--- src/rtl/core/hiwa_pkg.sv ---
`timescale 1ns / 1ps
`default_nettype none
// ----------------------------------------------------------------------------
// hiwa_pkg: shared types and constants
// Coefficient set, divider pipe word and register indexes of the inverse
// homography warp address generator.
// ----------------------------------------------------------------------------
package hiwa_pkg;

  localparam int CoefW = 48;
  localparam int CfgIdxW = 3;
  localparam int QW = 12;   // quotient bits, covers source sizes up to 4096
  localparam int NW = 66;   // projected sums
  localparam int DW = 84;   // numerators and limits
  localparam int PW = 63;   // coefficient times coordinate

  localparam int DefDestRows = 2048;
  localparam int DefSrcRows = 640;
  localparam int DefSrcCols = 480;

  localparam logic [CfgIdxW-1:0] CfgXx = 3'd0;
  localparam logic [CfgIdxW-1:0] CfgXy = 3'd1;
  localparam logic [CfgIdxW-1:0] CfgXt = 3'd2;
  localparam logic [CfgIdxW-1:0] CfgYx = 3'd3;
  localparam logic [CfgIdxW-1:0] CfgYy = 3'd4;
  localparam logic [CfgIdxW-1:0] CfgYt = 3'd5;
  localparam logic [CfgIdxW-1:0] CfgWx = 3'd6;
  localparam logic [CfgIdxW-1:0] CfgWy = 3'd7;

  localparam logic signed [CoefW-1:0] CoefOne = 48'sh0001_0000_0000;
  localparam logic signed [CoefW-1:0] CoefZero = '0;

  typedef struct packed {
    logic signed [CoefW-1:0] xx;
    logic signed [CoefW-1:0] xy;
    logic signed [CoefW-1:0] xt;
    logic signed [CoefW-1:0] yx;
    logic signed [CoefW-1:0] yy;
    logic signed [CoefW-1:0] yt;
    logic signed [CoefW-1:0] wx;
    logic signed [CoefW-1:0] wy;
  } coef_t;

  typedef struct packed {
    logic          ok;
    logic [DW-1:0] d;
    logic [DW-1:0] nc;
    logic [DW-1:0] nr;
    logic [QW-1:0] qc;
    logic [QW-1:0] qr;
  } div_t;

endpackage
`default_nettype wire

--- src/rtl/core/hiwa_div_stage.sv ---
`timescale 1ns / 1ps
`default_nettype none
// ----------------------------------------------------------------------------
// hiwa_div_stage: one restoring division step
// Resolves quotient bit BIT of both the column and the row quotient.
// ----------------------------------------------------------------------------
module hiwa_div_stage import hiwa_pkg::*; #(
  parameter int BIT = 0
) (
  input  wire logic clk_i,
  input  wire logic rst_ni,
  input  wire logic en_i,
  input  wire logic valid_i,
  input  wire div_t word_i,
  output logic      valid_o,
  output div_t      word_o
);

  logic [DW-1:0] dsh;
  logic          ge_c, ge_r;
  div_t          word_d, word_q;
  logic          valid_q;

  assign dsh  = word_i.d << BIT;
  assign ge_c = word_i.nc >= dsh;
  assign ge_r = word_i.nr >= dsh;

  always_comb begin
    word_d         = word_i;
    word_d.nc      = ge_c ? word_i.nc - dsh : word_i.nc;
    word_d.nr      = ge_r ? word_i.nr - dsh : word_i.nr;
    word_d.qc[BIT] = ge_c;
    word_d.qr[BIT] = ge_r;
  end

  always_ff @(posedge clk_i or negedge rst_ni) begin
    if (!rst_ni) begin
      valid_q <= 1'b0;
    end else if (en_i) begin
      valid_q <= valid_i;
    end
  end

  always_ff @(posedge clk_i) begin
    if (en_i) begin
      word_q <= word_d;
    end
  end

  assign valid_o = valid_q;
  assign word_o  = word_q;

endmodule
`default_nettype wire

--- config.mk ---
export PLATFORM = sky130hd
export DESIGN_NAME = hiwa_div_stage
export DESIGN_NICKNAME = d
export VERILOG_FILES = /design/src/rtl/core/hiwa_pkg.sv /design/src/rtl/core/hiwa_div_stage.sv
export SDC_FILE = /design/constraint.sdc
export NUM_CORES = 1
export LEC_CHECK = 0
export BUFFER_PORTS_ARGS = -buffer_cell sky130_fd_sc_hd__buf_2
export CORE_UTILIZATION = 25
export CTS_CLUSTER_DIAMETER = 50
export CTS_CLUSTER_SIZE = 30
export DETAILED_ROUTE_END_ITERATION = 12
export PLACE_DENSITY = 0.45
export SYNTH_ARGS = -nofsm -noshare
export SYNTH_HDL_FRONTEND = slang
export SYNTH_SLANG_ARGS = --single-unit
--- constraint.sdc ---
create_clock -name clk_i -period 1.7 [get_ports clk_i]
set_clock_uncertainty 0.15 [all_clocks]
set_input_delay 0.17 -clock clk_i [delete_from_list [all_inputs] [get_ports clk_i]]
set_output_delay 0.17 -clock clk_i [all_outputs]
set_load 0.005 [all_outputs]
* Word level (Yosys, flattened, before mapping)
Index checks and enable logic that the tools add are counted.
W data, S select, Z words.
** Word-level totals
- Bits of input ports :: 281
- Output and inout bits :: 278
- Register bits :: 278
** Cells by class
- Order comparisons :: 2
- Add/subtract/negate cells :: 2
- Muxes and demuxes :: 2
** Operators with widths (number)
- $ge A84 B84 Y1 :: 2
- $mux W84 :: 2
- $sub A84 B84 Y84 :: 2

* Longest topological paths before layout
- Depth after elaboration :: 2
- Depth in mapped cells :: 18
- Depth with buffers taken out :: 15

* Worst setup path before layout
OpenSTA, ideal clock, no wires.
- Kind :: input port to flip-flop
- Start point :: input port word_i[24] (netlist name)
- End point :: register word_q (netlist bit word_o[94]), data pin
- Setup time :: 0.180 ns
- Cell stages on the path :: 14
- Arrival time :: 3.065 ns
- Buffers on the path :: 0
- Required time :: 1.370 ns
- Path slack :: -1.695 ns
- Cell sequence :: inv_1 > ha_1 > fa_1 > nand2b_1 > a21oi_1 > o21ai_1 > a41oi_2 > a2111oi_2 > or4_1 > a21oi_1 > o31ai_1 > o31ai_2 > nor3b_1 > o41ai_2
** RTL lines
- start, declared :: line hiwa_div_stage.sv:14 : input wire div_t word_i,
- end signal, assigned :: line hiwa_div_stage.sv:46 : word_q <= word_d;
- end, declared :: line hiwa_div_stage.sv:21 : div_t word_d, word_q;

==> metrics.txt <==
outcome finished with violations; failing checks hold timing, setup timing; #FFs+latches synth approximately 280; via/cell ratio 4.72; maximum VDD drop approximately 0.65 mV; first-pass GRT wire length between 150000 and 200000 um; crit path buf inv count 7; CTS tree yes; syn_nets roughly 2800; r2r setup slk roughly 250 ps; RSZ-0062 raised after global routing yes; number of flops mapped to enable cells by yosys approximately 280; Root Buffer clkbuf_16; worst setup margin -1440 ps; commonest cells after routing, fill and taps aside buf_4 (880), buf_2 (546), dlygate4sd3_1 (281); WHS -318 ps; crit path capture word_o[70]$_DFFE_PP_; htree depth 2; synthesis warning total 0; Avg Cell Area, Syn between 8 and 9 sq um; met3 usage between 2 and 3%; Tmin final 3140 ps; Max stage delay cell, worst path fa_2; met1 Use GR between 30 and 40%; # Max-Cap Violations 0; vias approximately 25000; Die Wd roughly 300 um; area grow syn2layout 93.2%; core footprint between 80000 and 90000 sq um; Synth area leaders edfxtp_1 (39%), ha_1 (9.9%), o21ai_0 (6.4%); cell row count ~110; Antenna Violating Nets Remaining 0; most frequent CP cell a21oi_4; Final Hold Fails 1; vias in the first global route about 26000; Num CTS Buffers 50; crit start category input port; All-Layer GR Usage ~24%; Crit path max-delay family compound AO/OA/AOI/OAI gates; CP max FO 6; Min-Delay Path Class in -> reg; fin. max-slew vios 0; Crit Reg-Reg Endpoint valid_o$_DFFE_PN0P_; final wirelength ~110000 um; DRC 0; GR Util met2 41.6%; GPL Wtd Cong between 0.8 and 0.9; Least-Margin Pin Slew around 530 ps; fin area about 40000 sq um; cell taking the most area after synthesis edfxtp_1; CP peak stage delay ~350 ps; clock tree buffer depth 3; post-synthesis cell count approximately 2400; grt total ovfl 0; I/O Pins 559; Worst EP required between 1500 and 2000 ps; die area about 86000 sq um; Starting Density ~25%; Iter 0 DRT Violations between 1000 and 1500; first-pass iteration count of the detailed router 5; number of antenna violations at the first check in global routing 6; Most used DFF post-synth edfxtp_1; share of cells above drive strength 1 between 40 and 50%; Die Height between 200 and 300 um; Post-DP Area about 33000 sq um; worst slack at placement -2620 ps; GRT busiest layer met2; Yosys top cell area share about 39%; path depth of the worst reg2reg path 2; leakage about 18 nW; worst skew pair latency ~630 ps; CP startpoint word_i[192]; sequential share of the synthesized area between 30 and 40%; Cell Chain, Critical Path buf_12 > ha_4 > fa_2 > nand2b_4 > a21oi_4 > o21ai_4 > buf_6 > a21oi_4 > o32ai_4 > buf_12 > o31ai_4 > a21oi_4 > o31ai_4 > a221oi_4 > buf_8 > buf_6 > buf_16 > buf_8 > nand2_2 > o21ai_4; PortBufs ~560; crit path DAT 3330 ps; Layout Nets about 4600; ys async rst share less than 1%; Worst Setup End Kind flip-flop; final setup vio count 170; Max Freq 318 MHz; relative slew slack a little under two thirds; dpl hpwl slightly above 80000 um; final critical-path share of the clock period 185%; drt wl/cell 20.4 um; R2R Path Start valid_o$_DFFE_PN0P_; Critical Path Stages 20; Setup CP Type in -> reg; Cell variety after synth 79; Power per Cell Area just over 800 nW/um^2; CTS sink count about 280; clock-pin slew on the worst setup and hold paths around 70 ps; synthesized area around 21000 sq um; most common cell after layout, fill and taps aside buf_4; largest net degree at the start of global routing 40
==> tightest hold or removal path, stage by stage <==
cell     delay (ps)
buf_8            90
nand2_1          60
o21ai_2          50
==> layer usage <==
metal | part of all wire, % | vias to the layer above | routed length [um]
met5 | 0.011 | - | 12
met4 | 2.4 | 2 | 2580
met3 | 4.2 | 131 | 4560
met2 | 48 | 634 | 52100
met1 | 45 | 12000 | 48600
li1 | - | 12227 | -
==> power breakdown <==
part	switching, mW	internal, mW	total (mW)
clock	4.62	6.28	10.9
sequential	0.326	8.60	8.93
combinational	6.33	6.75	13.1
total	11.3	21.6	32.9
==> area by class of cell <==
| cell class | count | area, sq um |
|---|---|---|
| Fill cell | 8025 | 42800 |
| Clock inverter | 43 | 573 |
| Sequential cell | 278 | 8340 |
| Antenna cell | 6 | 15.0 |
| Multi-Input combinational cell | 1820 | 14300 |
| Clock buffer | 50 | 1250 |
| Timing Repair Buffer | 1822 | 14300 |
| Inverter | 142 | 642 |
| Tap cell | 1134 | 1420 |
==> worst min path at each step <==
stage	start	endpoint	slack (ps)	cells past startpoint
6_report	word_i[24]	word_o[24]$_DFFE_PP_	-320	3
5_1_grt	word_i[24]	word_o[24]$_DFFE_PP_	-330	3
4_1_cts	word_i[24]	word_o[24]$_DFFE_PP_	-350	3
3_5_place_dp	rst_ni	valid_o$_DFFE_PN0P_	-200	1
3_3_place_gp	rst_ni	valid_o$_DFFE_PN0P_	-210	1
2_1_floorplan	rst_ni	valid_o$_DFFE_PN0P_	-280	0
==> flip-flops by register name, indices dropped and copies added, names as in the netlist <==
signal   count
word_o     277
valid_o      1
==> per-stage QoR <==
step / util, % / setup TNS [ps] / instances / power (mW) / hold slack [ps]
after global placement: 39.3 / -363010 / 4822 / 19.5 / -206
after floorplan: - / -216620 / 2359 / 13.8 / -276
after detailed placement: 39.3 / -362580 / 4822 / 19.5 / -204
final: 48.8 / -212410 / 5295 / 32.9 / -318
after CTS: 47.8 / -226340 / 5273 / 32.8 / -351
after global routing: 48.8 / -228070 / 5291 / 34.5 / -330
==> cells by family (layout without fill, tap and decap cells) <==
family	Yosys count	after routing	share of synthesized area [%]
other	0	6	0
muxes	14	14	0.734
and+or+nand+nor	680	680	14.9
AOI/OAI and AO/OA	800	800	23.2
xor gates and xnor gates	156	156	6.46
buffers and inverters	261	2057	5.10
DFF	278	278	39.4
adders and majority gates	170	170	10.1
==> repair_timing <==
action / in CTS / in global routing
gates cloned: 30 / 1
resized for setup: 389 / 146
setup endpoints to repair: 170 / 170
endpoints found under the hold margin: 335 / 6
setup buffers: 54 / 18
pin swaps: 106 / 70
hold buffers: 276 / 5
==> Yosys cell counts (8+ instances only) <==
cell,number
nor3_1,37
a211o_1,8
buf_2,29
o21bai_1,45
xnor2_1,96
a211oi_1,10
mux2_2,11
and3_1,24
a21o_1,91
and4_1,10
o21a_1,28
o21ai_0,270
xor2_1,60
and2_1,11
nand2b_1,17
clkbuf_1,74
nor2b_1,21
nand2_1,335
a31oi_1,23
o21ai_1,8
ha_1,168
nand3_1,30
edfxtp_1,277
a21oi_1,226
inv_1,141
nand4_1,64
nor2_1,95
o211ai_1,11
o31ai_1,11
buf_4,10
Power figures use the tool's default switching activity.
